`config.mk`:
```
export PLATFORM = sky130hd
export DESIGN_NAME = crfe_queue
export DESIGN_NICKNAME = d
export VERILOG_FILES = /design/src/crfe_pkg.sv /design/src/crfe_queue.sv
export SDC_FILE = /design/constraint.sdc
export NUM_CORES = 1
export LEC_CHECK = 0
export BUFFER_PORTS_ARGS = -buffer_cell sky130_fd_sc_hd__buf_2
export CAP_MARGIN = 40
export CORE_MARGIN = 1.5
export CORE_UTILIZATION = 56
export DETAILED_ROUTE_END_ITERATION = 8
export PLACE_DENSITY = 0.95
export SLEW_MARGIN = 10
export SYNTH_ARGS = -nofsm -noshare
export SYNTH_HDL_FRONTEND = slang
export SYNTH_SLANG_ARGS = --single-unit
```
`constraint.sdc`:
```
create_clock -name clk_i -period 11.2 [get_ports clk_i]
set_input_delay 0.56 -clock clk_i [delete_from_list [all_inputs] [get_ports clk_i]]
set_output_delay 0.56 -clock clk_i [all_outputs]
set_load 0.02 [all_outputs]
```
`src/crfe_pkg.sv`:
```
// Package for the clipped rectangle fill engine: sizes, codes, item types and
// the queue entry passed from the front end to the back end. No dependencies.
`default_nettype none

package crfe_pkg;

  localparam int unsigned MaxWidth  = 256;
  localparam int unsigned MaxHeight = 256;

  localparam int unsigned CoordW = 16;
  localparam int unsigned CmpW   = CoordW + 1;
  localparam int unsigned RegW   = 9;
  localparam int unsigned ColorW = 8;

  localparam int unsigned SizeWRaw =
      ($clog2(MaxWidth + 1) > $clog2(MaxHeight + 1)) ?
      $clog2(MaxWidth + 1) : $clog2(MaxHeight + 1);
  localparam int unsigned SizeW  = (SizeWRaw > RegW) ? SizeWRaw : RegW;
  localparam int unsigned XIdxW  = $clog2(MaxWidth);
  localparam int unsigned YIdxW  = $clog2(MaxHeight);
  localparam int unsigned Depth  = MaxWidth * MaxHeight;
  localparam int unsigned AddrW  = $clog2(Depth);
  localparam int unsigned ProdW  = YIdxW + SizeW;
  localparam int unsigned QDepth = 2;
  localparam int unsigned QPtrW  = $clog2(QDepth);
  localparam int unsigned QCntW  = $clog2(QDepth + 1);

  localparam logic CmdFill = 1'b0;
  localparam logic CmdRead = 1'b1;

  typedef enum logic [0:0] {
    REG_FRAME_WIDTH  = 1'b0,
    REG_FRAME_HEIGHT = 1'b1
  } cfg_reg_e;

  typedef enum logic [1:0] {
    STATUS_DONE     = 2'd0,
    STATUS_REJECTED = 2'd1,
    STATUS_DROPPED  = 2'd2
  } status_e;

  typedef enum logic [1:0] {
    KIND_FILL   = 2'd0,
    KIND_READ   = 2'd1,
    KIND_REPORT = 2'd2
  } kind_e;

  typedef struct packed {
    logic                     command;
    logic signed [CoordW-1:0] x0;
    logic signed [CoordW-1:0] x1;
    logic signed [CoordW-1:0] y0;
    logic signed [CoordW-1:0] y1;
    logic [ColorW-1:0]        red;
    logic [ColorW-1:0]        green;
    logic [ColorW-1:0]        blue;
    logic                     clip;
  } cmd_t;

  typedef struct packed {
    logic [ColorW-1:0] read_red;
    logic [ColorW-1:0] read_green;
    logic [ColorW-1:0] read_blue;
    logic [1:0]        status;
  } rsp_t;

  typedef struct packed {
    kind_e               kind;
    status_e             status;
    logic [3*ColorW-1:0] color;
    logic [XIdxW-1:0]    xa;
    logic [XIdxW-1:0]    xb;
    logic [YIdxW-1:0]    ya;
    logic [YIdxW-1:0]    yb;
  } entry_t;

  function automatic logic [SizeW-1:0] eff_size(input logic [RegW-1:0] r,
                                                input int unsigned mx);
    logic [SizeW-1:0] v;
    if (r == '0) begin
      v = SizeW'(1);
    end else if (32'(r) > mx) begin
      v = SizeW'(mx);
    end else begin
      v = SizeW'(r);
    end
    return v;
  endfunction

endpackage

`default_nettype wire

```
`src/crfe_queue.sv`:
```
// Two-entry queue of classified items between the front and back ends.
// Depends on crfe_pkg for the entry type and queue sizes.
`default_nettype none

module crfe_queue import crfe_pkg::*; (
  input  wire logic   clk_i,
  input  wire logic   rst_ni,
  input  wire logic   push_i,
  input  wire entry_t push_data_i,
  output      logic   full_o,
  input  wire logic   pop_i,
  output      logic   valid_o,
  output      entry_t pop_data_o
);

  entry_t            mem_q [QDepth];
  logic [QPtrW-1:0]  wr_ptr_q, wr_ptr_d;
  logic [QPtrW-1:0]  rd_ptr_q, rd_ptr_d;
  logic [QCntW-1:0]  cnt_q, cnt_d;

  assign full_o     = (cnt_q == QCntW'(QDepth));
  assign valid_o    = (cnt_q != '0);
  assign pop_data_o = mem_q[rd_ptr_q];

  always_comb begin
    wr_ptr_d = wr_ptr_q;
    rd_ptr_d = rd_ptr_q;
    cnt_d    = cnt_q;
    if (push_i) begin
      wr_ptr_d = (wr_ptr_q == QPtrW'(QDepth - 1)) ? '0 : wr_ptr_q + 1'b1;
    end
    if (pop_i) begin
      rd_ptr_d = (rd_ptr_q == QPtrW'(QDepth - 1)) ? '0 : rd_ptr_q + 1'b1;
    end
    if (push_i && !pop_i) begin
      cnt_d = cnt_q + 1'b1;
    end else if (pop_i && !push_i) begin
      cnt_d = cnt_q - 1'b1;
    end
  end

  always_ff @(posedge clk_i or negedge rst_ni) begin
    if (!rst_ni) begin
      wr_ptr_q <= '0;
      rd_ptr_q <= '0;
      cnt_q    <= '0;
    end else begin
      wr_ptr_q <= wr_ptr_d;
      rd_ptr_q <= rd_ptr_d;
      cnt_q    <= cnt_d;
    end
  end

  always_ff @(posedge clk_i) begin
    if (push_i) begin
      mem_q[wr_ptr_q] <= push_data_i;
    end
  end

`ifndef SYNTHESIS
  a_no_push_full: assert property (@(posedge clk_i) disable iff (!rst_ni)
    full_o && !pop_i |-> !push_i) else $error("queue push while full");
  a_no_pop_empty: assert property (@(posedge clk_i) disable iff (!rst_ni)
    pop_i |-> valid_o) else $error("queue pop while empty");
  a_count_bound: assert property (@(posedge clk_i) disable iff (!rst_ni)
    cnt_q <= QCntW'(QDepth)) else $error("queue count out of range");
`endif

endmodule

`default_nettype wire

```
==> results.md <==
* Share of the synthesized area in the top cell type at 74.7%
* Largest area contributor in the netlist: edfxtp_1
* Die width at 95.8 um
* Hold crit path type: in -> reg
* Total Routed Length at 7560 um
* Fmax at 377 MHz
* Yosys warning count at 0
* Core box area at 0.00826 mm^2
* Fillers at 504
* Status: finished, final reports clean
* Clock Pin Slew Worst Setup and Hold Paths at 60 ps
* Fraction of registers with async set/reset at 3.23%
* Most used DFF post-synth: edfxtp_1
* Post-Syn Instances at 203
* Critical path startpoint: rd_ptr_q
* Synthesized area at 0.00482 mm^2
* Global-route usage over all layers at 16.9%
* Reg2reg start: wr_ptr_q
* Largest net degree at the start of global routing at 34
* Top Ports at 126
* H-tree depth at 4
* Worst hold slack at 252 ps
* 1st-iter DRT viols at 98
* Die H at 95.8 um
* Worst Path Max Fanout at 33
* Area growth, synth to finish at 26.7%
* Number of setup buffers added after CTS at 0
* Skew-Pair Late Insertion Delay at 490 ps
* Slew @ Worst Pin at 839 ps
* Die area at 0.00917 mm^2
* Layout cells sized above 1 at 61.6%
* CTS tree: yes
* Clk root buf: clkbuf_8
* Setup TNS at 0 ps
* Yosys cell types at 14
* Final Hold Vio Count at 0
* DRT Pass-1 Iters at 4
* Max rail drop VDD at 0.236 mV
* Inserted Clock Buffers at 17
* Arrival @ worst endpoint at 2090 ps
* Cell Rows at 33
* # diodes at 0
* Tot Pwr at 1.73 mW
* Top-count cell post-synth: edfxtp_1
* Final nets at 409
* LEAKAGE at 2.52 nW
* Worst slew margin at 43.9%
* WP data required at 10640 ps
* Fin. max-slew vios at 0
* Max_cap viols at 0
* Sequential area share after synthesis at 76.8%
* Routability cong. at 0.651
* DP HPWL at 5020 um
* Final core utilization at 74.0%
* Via count at 2311
* CTS sink count at 124
* Post-route minimum period at 2650 ps
* Tcrit/Tclk final at 23.7%
* Top cells by count, synth: edfxtp_1 (120), mux2_4 (59), buf_12 (6)
* Hold path start: push_data_i[15]
* Skew final at 3.93 ps
* Setup violators final at 0
* Post-CTS Resized at 0
* Mapped Nets at 268
* Syn avg cell area at 23.7 um^2
* Register bit count reported by yosys at 124
* Total gr overflow at 0
* Crit Path Class: reg -> out
* Initial Util at 58.4%
* EDFF count, synth at 120
* Clock buffer depth at 2
* Via density per instance at 5.00
* Power per cell area at 283 mW/mm^2
* Cts hold-fix bufs at 1
* Antenna violations before repair at 0
* Area contributors post-synth: edfxtp_1 (75%), mux2_4 (18%), buf_12 (2.5%)
* Worst Setup End Kind: primary output
* DR WL/cell at 16.4 um
* Antenna-violating nets left at 0
* Vias in the first global route at 2348
* Drc violations at 0
* Buffers on Ports at 125
* Unrepaired setup endpoints after global routing: no
* Global-route wire length before repair at 10900 um
* Critical path launch point type: flip-flop
## metrics by stage
step                cell area (um^2)  std cells  worst slack, ps
floorplan                       4820        203             7510
global placement                5470        428             8890
detailed placement              5500        429             8860
CTS                             6110        462             8500
global route                    6110        462             8460
finish                          6110        462             8550
## state kept, by name, indices dropped and copies added, names as in the netlist
signal    flops
cnt_q         2
wr_ptr_q      1
mem_q       120
rd_ptr_q      1
## worst max-delay path, cell delays in order, from the launching register on
cell and delay (ps):
dfrtp_4 780, buf_16 310, mux2_4 330, buf_2 160
## layout by cell type, fill, tap and decap left out, drive strengths merged
cell type / synthesis / routed
mux2: 60 / 60
nor2b: 2 / 2
inv: 1 / 1
dfrtp: 4 / 4
dlygate4sd3: 0 / 1
clkbuf: 0 / 19
xor2: 4 / 4
nor2: 1 / 1
buf: 7 / 128
edfxtp: 120 / 120
clkinv: 0 / 9
or2: 1 / 1
ha: 1 / 1
and2: 1 / 1
bufinv: 0 / 4
xnor2: 1 / 1
## cell families after synthesis
kind of cell | share of synthesized area (%)
buf+inv | 2.80
simple gates | 0.597
xor+xnor | 0.908
fa+ha+maj | 0.259
mux | 18.6
flops | 76.8
## metal layers
layer | track usage [%] | routed length (um) | vias up
li1 | - | - | 1081
met1 | 17.9 | 2960 | 1139
met2 | 29.6 | 4080 | 80
met3 | 5.92 | 418 | 11
met4 | 8.58 | 100 | 0
met5 | 0 | 0 | -
## report_power, final
part           switching, mW  internal, mW  total [mW]
Clock                  0.182         0.359       0.540
Sequential            0.0555         0.618       0.674
Combinational          0.268         0.244       0.512
## cell type report
cell class / instances / area [um^2] / area share (%)
clock buffers: 19 / 422 / 6.90
clock inverters: 13 / 174 / 2.85
inverters: 1 / 3.75 / 0.0615
multi-input cells: 71 / 991 / 16.2
flip-flops and latches: 124 / 3710 / 60.7
well taps: 105 / 131 / 2.15
repair buffers: 129 / 678 / 11.1
## worst paths after layout
kind | depth (start not counted) | to | slack [ps]
setup / recovery | 3 | pop_data_o[2] | 8550
hold / removal | 1 | mem_q[1][15] | 250
setup reg to reg | 2 | mem_q[0][1] | 9190
hold reg to reg | 1 | cnt_q[1] | 530
max in group asynchronous | 2 | rd_ptr_q | 10640
min in group asynchronous | 2 | cnt_q[1] | 410
(Power assumes the default switching activity.)
