==> config.mk <==
export PLATFORM = sky130hd
export DESIGN_NAME = crfe_front_flat
export DESIGN_NICKNAME = d
export VERILOG_FILES = /design/src/crfe_pkg.sv /design/src/crfe_if.sv /design/src/crfe_front.sv /design/src/flat_wrapper.sv
export SDC_FILE = /design/constraint.sdc
export NUM_CORES = 1
export LEC_CHECK = 0
export BUFFER_PORTS_ARGS = -buffer_cell sky130_fd_sc_hd__buf_2
export CORE_UTILIZATION = 49
export DETAILED_ROUTE_END_ITERATION = 12
export GPL_TIMING_DRIVEN = 0
export PLACE_DENSITY = 0.82
export REMOVE_ABC_BUFFERS = 1
export SKIP_LAST_GASP = 1
export SLEW_MARGIN = 10
export SYNTH_ARGS = -nofsm -noshare
export SYNTH_HDL_FRONTEND = slang
export SYNTH_SLANG_ARGS = --single-unit
export TNS_END_PERCENT = 1
==> constraint.sdc <==
create_clock -name vclk -period 6.1
set_input_delay 0.305 -clock vclk [all_inputs]
set_output_delay 0.305 -clock vclk [all_outputs]
set_load 0.03 [all_outputs]
==> src/crfe_pkg.sv <==
// Package for the clipped rectangle fill engine: sizes, codes, item types and
// the queue entry passed from the front end to the back end. No dependencies.
`default_nettype none

package crfe_pkg;

  localparam int unsigned MaxWidth  = 256;
  localparam int unsigned MaxHeight = 256;

  localparam int unsigned CoordW = 16;
  localparam int unsigned CmpW   = CoordW + 1;
  localparam int unsigned RegW   = 9;
  localparam int unsigned ColorW = 8;

  localparam int unsigned SizeWRaw =
      ($clog2(MaxWidth + 1) > $clog2(MaxHeight + 1)) ?
      $clog2(MaxWidth + 1) : $clog2(MaxHeight + 1);
  localparam int unsigned SizeW  = (SizeWRaw > RegW) ? SizeWRaw : RegW;
  localparam int unsigned XIdxW  = $clog2(MaxWidth);
  localparam int unsigned YIdxW  = $clog2(MaxHeight);
  localparam int unsigned Depth  = MaxWidth * MaxHeight;
  localparam int unsigned AddrW  = $clog2(Depth);
  localparam int unsigned ProdW  = YIdxW + SizeW;
  localparam int unsigned QDepth = 2;
  localparam int unsigned QPtrW  = $clog2(QDepth);
  localparam int unsigned QCntW  = $clog2(QDepth + 1);

  localparam logic CmdFill = 1'b0;
  localparam logic CmdRead = 1'b1;

  typedef enum logic [0:0] {
    REG_FRAME_WIDTH  = 1'b0,
    REG_FRAME_HEIGHT = 1'b1
  } cfg_reg_e;

  typedef enum logic [1:0] {
    STATUS_DONE     = 2'd0,
    STATUS_REJECTED = 2'd1,
    STATUS_DROPPED  = 2'd2
  } status_e;

  typedef enum logic [1:0] {
    KIND_FILL   = 2'd0,
    KIND_READ   = 2'd1,
    KIND_REPORT = 2'd2
  } kind_e;

  typedef struct packed {
    logic                     command;
    logic signed [CoordW-1:0] x0;
    logic signed [CoordW-1:0] x1;
    logic signed [CoordW-1:0] y0;
    logic signed [CoordW-1:0] y1;
    logic [ColorW-1:0]        red;
    logic [ColorW-1:0]        green;
    logic [ColorW-1:0]        blue;
    logic                     clip;
  } cmd_t;

  typedef struct packed {
    logic [ColorW-1:0] read_red;
    logic [ColorW-1:0] read_green;
    logic [ColorW-1:0] read_blue;
    logic [1:0]        status;
  } rsp_t;

  typedef struct packed {
    kind_e               kind;
    status_e             status;
    logic [3*ColorW-1:0] color;
    logic [XIdxW-1:0]    xa;
    logic [XIdxW-1:0]    xb;
    logic [YIdxW-1:0]    ya;
    logic [YIdxW-1:0]    yb;
  } entry_t;

  function automatic logic [SizeW-1:0] eff_size(input logic [RegW-1:0] r,
                                                input int unsigned mx);
    logic [SizeW-1:0] v;
    if (r == '0) begin
      v = SizeW'(1);
    end else if (32'(r) > mx) begin
      v = SizeW'(mx);
    end else begin
      v = SizeW'(r);
    end
    return v;
  endfunction

endpackage

`default_nettype wire

==> src/crfe_if.sv <==
// Valid/ready channel interfaces for command and response items.
// Depends on crfe_pkg for the payload types.
`default_nettype none

interface crfe_cmd_if import crfe_pkg::*; ();
  logic valid;
  logic ready;
  cmd_t payload;
  modport source (output valid, output payload, input ready);
  modport sink (input valid, input payload, output ready);
endinterface


`default_nettype wire

==> src/crfe_front.sv <==
// Front end: accepts command items, orders and clips the bounds against the
// frame and pushes a classified entry into the queue. Depends on crfe_pkg.
`default_nettype none

module crfe_front import crfe_pkg::*; (
  crfe_cmd_if.sink         cmd_i,
  input  wire logic [SizeW-1:0] w_i,
  input  wire logic [SizeW-1:0] h_i,
  input  wire logic        clearing_i,
  input  wire logic        q_full_i,
  output      logic        push_o,
  output      entry_t      push_data_o
);

  typedef logic signed [CmpW-1:0] cmp_t;

  function automatic cmp_t clamp(input cmp_t v, input cmp_t s);
    cmp_t r;
    if (v[CmpW-1]) begin
      r = '0;
    end else if (v >= s) begin
      r = s - cmp_t'(1);
    end else begin
      r = v;
    end
    return r;
  endfunction

  cmp_t   sx0, sx1, sy0, sy1, xlo, xhi, ylo, yhi, ws, hs;
  cmp_t   cxa, cxb, cya, cyb;
  logic   reject, dropped, empty;
  entry_t ent;

  assign cmd_i.ready = !q_full_i && !clearing_i;
  assign push_o      = cmd_i.valid && cmd_i.ready;
  assign push_data_o = ent;

  always_comb begin
    sx0 = {cmd_i.payload.x0[CoordW-1], cmd_i.payload.x0};
    sx1 = {cmd_i.payload.x1[CoordW-1], cmd_i.payload.x1};
    sy0 = {cmd_i.payload.y0[CoordW-1], cmd_i.payload.y0};
    sy1 = {cmd_i.payload.y1[CoordW-1], cmd_i.payload.y1};
    ws  = $signed(CmpW'(w_i));
    hs  = $signed(CmpW'(h_i));
    xlo = (sx0 > sx1) ? sx1 : sx0;
    xhi = (sx0 > sx1) ? sx0 : sx1;
    ylo = (sy0 > sy1) ? sy1 : sy0;
    yhi = (sy0 > sy1) ? sy0 : sy1;
    cxa = clamp(xlo, ws);
    cxb = clamp(xhi, ws);
    cya = clamp(ylo, hs);
    cyb = clamp(yhi, hs);

    reject = (sx0[CmpW-1] && sx1[CmpW-1]) || (sx0 >= ws && sx1 >= ws) ||
             (sy0[CmpW-1] && sy1[CmpW-1]) || (sy0 >= hs && sy1 >= hs);
    dropped = xlo[CmpW-1] || xhi >= ws || ylo[CmpW-1] || yhi >= hs;
    empty   = xhi[CmpW-1] || xlo >= ws || yhi[CmpW-1] || ylo >= hs;

    ent        = '0;
    ent.kind   = KIND_FILL;
    ent.status = STATUS_DONE;
    ent.color  = {cmd_i.payload.red, cmd_i.payload.green, cmd_i.payload.blue};
    ent.xa     = cxa[XIdxW-1:0];
    ent.xb     = cxb[XIdxW-1:0];
    ent.ya     = cya[YIdxW-1:0];
    ent.yb     = cyb[YIdxW-1:0];

    if (cmd_i.payload.command == CmdRead) begin
      if (sx0[CmpW-1] || sx0 >= ws || sy0[CmpW-1] || sy0 >= hs) begin
        ent.kind   = KIND_REPORT;
        ent.status = STATUS_REJECTED;
      end else begin
        ent.kind = KIND_READ;
        ent.xa   = sx0[XIdxW-1:0];
        ent.ya   = sy0[YIdxW-1:0];
      end
    end else if (cmd_i.payload.clip) begin
      if (reject) begin
        ent.kind   = KIND_REPORT;
        ent.status = STATUS_REJECTED;
      end
    end else begin
      ent.status = dropped ? STATUS_DROPPED : STATUS_DONE;
      if (empty) begin
        ent.kind = KIND_REPORT;
      end
    end
  end

endmodule

`default_nettype wire

==> src/flat_wrapper.sv <==
// flat-port wrapper written by rule: the top's interface ports become plain ports
module crfe_front_flat import crfe_pkg::*;
  (w_i, h_i, clearing_i, q_full_i, push_o, push_data_o, cmd_i_valid, cmd_i_payload, cmd_i_ready);
  crfe_cmd_if cmd_i_i ();
  input  wire logic [SizeW-1:0] w_i;
  input  wire logic [SizeW-1:0] h_i;
  input  wire logic clearing_i;
  input  wire logic q_full_i;
  output      logic push_o;
  output      entry_t push_data_o;
  input wire logic [$bits(cmd_i_i.valid)-1:0] cmd_i_valid;
  input wire logic [$bits(cmd_i_i.payload)-1:0] cmd_i_payload;
  output wire logic [$bits(cmd_i_i.ready)-1:0] cmd_i_ready;
  assign cmd_i_i.valid = cmd_i_valid;
  assign cmd_i_i.payload = cmd_i_payload;
  assign cmd_i_ready = cmd_i_i.ready;
  crfe_front u_core (.cmd_i(cmd_i_i), .w_i(w_i), .h_i(h_i), .clearing_i(clearing_i), .q_full_i(q_full_i), .push_o(push_o), .push_data_o(push_data_o));
endmodule
==> flow_summary.toml <==
[outcome]
status = "finished clean"

[die]
io_pins = 173
core_area_mm2 = 0.00826
die_x_um = 94.4
dieArea_mm2 = 0.00892
num_rows = 33
die_h_um = 94.4
initial_utilization_pct = 50.7

[layout]
nClkBuffers = 0
nets = 871
nFillCells = 770
antenna_cells = 0
syn2layout_area_growth_pct = 12.2
regArea_um2 = 0
final_util_pct = 56.9
nFlopsAndLatches = 0
drive_gt1_share_pct = 24.6

[route]
drt_iter0_drc = 164
drc_errors = 0
routed_wl_mm = 12.8
via_per_inst = 5.95
vias = 4489
drtAntennaViolNets = 0
dr.pass1.iters = 4
detail_route.wl_per_cell_um = 17.0

[power_and_ir_drop]
ir_drop_mv = 0.0739
sw_frac_of_total_pct = 60.1
p_comb_share_pct = 100.0
leakage_nw = 2.64
power.switching_w = 0.000273
p_int_w = 0.000181
power_density_mw_per_mm2 = 96.6
pwr-share-seq_pct = 0
clkPwrFrac_pct = 0

[worst_hold_path]
hold_path_class = "in -> out"
worstHoldStart = "cmd_i_payload[21]"

[yosys]
yosysTopAreaCell = "ha_1"
ys_warn_count = 0
synthCells = 562
synth_top_area_share_pct = 32.3
ys_seq_area_share_pct = 0
synth.distinct_cells = 55
synth_area_leaders = "ha_1, inv_1, mux2i_1"
synth.most_common_cell = "ha_1"
synth_common_cells = "ha_1, inv_1, a21oi_1, nand2_1, o21ai_0"
avgSynthCellArea_um2 = 7.45
syn_area_mm2 = 0.00419

[critical_path]
cp-startpoint = "cmd_i_payload[72]"
worst-path-max-fanout = 27
worst_setup_path_end_kind = "output pin"
critical_path_arrival_ps = 5660
path_class = "in -> out"
start_kind = "input pin"
required_ps = 5790

[timing]
min_period_ps = 5970
fin_setup_tns_ps = 0
rsz0062_at_grt = "true"
finalCritPeriodShare_pct = 97.8
worst_slack_ps = 133
worst_slew_pin_slew_ps = 1220
drv_slew = 0
setup_violations = 0
finalHoldViolations = 0
fmax_mhz = 168
relSlewSlack_pct = 18.5

[grt]
gr-usage-all-layers_pct = 28.2
antenna_found_initial = 1
grt_pass1_vias = 4357
grt_pass1_wl_mm = 20.1
grt_max_degree = 28
overflow = 0

[placed_design]
dp.final_hpwl_mm = 10.9
dp_slack_ps = 60.3
gp_congestion = 0.924
io_buffers = 125

[run]
cap_viol_max_count = 0

[cts]
cts-hold-fix-buffers = 0
==> through the flow <==
| step | power, W | hold WS [ps] | area, um^2 | cells |
|---|---|---|---|---|
| global route | 0.000504 | 610 | 4700 | 755 |
| finish | 0.000454 | 610 | 4700 | 755 |
| global placement | 0.000430 | 610 | 4680 | 755 |
| detailed placement | 0.000446 | 610 | 4680 | 755 |
| CTS | 0.000448 | 610 | 4680 | 755 |
| floorplan | 0.000307 | 610 | 3920 | 525 |
==> kinds of logic after synthesis <==
kind of cell / count (synthesis) / synth area share (%)
buf+inv: 108 / 12.8
mux: 44 / 11.1
compound gates: 149 / 23.5
simple gates: 141 / 17.7
xor+xnor: 12 / 2.51
fa+ha+maj: 108 / 32.3
==> cells in the final DEF (no fill, tap or decap), types with 11 or more instances in the layout <==
cell	netlist	final
a21oi_1	43	43
xnor2_1	11	11
ha_1	108	108
mux2_2	20	20
mux2i_1	24	24
nand2_1	33	33
buf_2	5	125
o21ai_0	29	28
a211oi_1	14	14
inv_1	70	70
nor2_1	26	25
==> worst max-delay path: stages <==
cell       delay [ps]
buf_2             130
inv_1              50
ha_1              310
and4_1            230
nand3_1           160
a211oi_1          480
nor4_1            190
nor3_4           1020
mux2_2            450
ha_1              300
a21o_1            160
a2111oi_0         570
nor2_1            100
a211o_1           460
mux2_2            350
o2bb2ai_1         150
buf_2             220
==> area by class of cell <==
class | count | area, um^2 | area share [%]
timing repair buffer | 125 | 626 | 13.3
inverter | 71 | 272 | 5.78
multi-input combinational | 454 | 3670 | 78.1
tap | 105 | 131 | 2.80
==> routing by layer <==
metal	track usage, %	wire length [um]	vias up
li1	-	-	2226
met1	33.5	5430	2048
met2	50.5	6060	186
met3	5.64	966	27
met4	7.82	328	2
met5	4.17	43	-
==> power groups by stage <==
stage	logic [W]	clock network, W	registers (W)
after floorplan	0.000307	0	0
after global placement	0.000430	0	0
after detailed placement	0.000446	0	0
after CTS	0.000448	0	0
after global routing	0.000504	0	0
final	0.000454	0	0
==> path summary, 6_finish.rpt <==
path | slack, ps | cells after the start | end
hold / removal | 610 | 0 | push_data_o[52]
setup / recovery | 130 | 17 | push_data_o[30]
==> what timing repair did <==
| item | in CTS | in global routing |
|---|---|---|
| gates resized for setup | 0 | 2 |
| endpoints found under the setup margin | 0 | 19 |
| buffers inserted | 0 | 0 |
| endpoints found under the hold margin | 0 | 0 |
(Power assumes the default switching activity.)
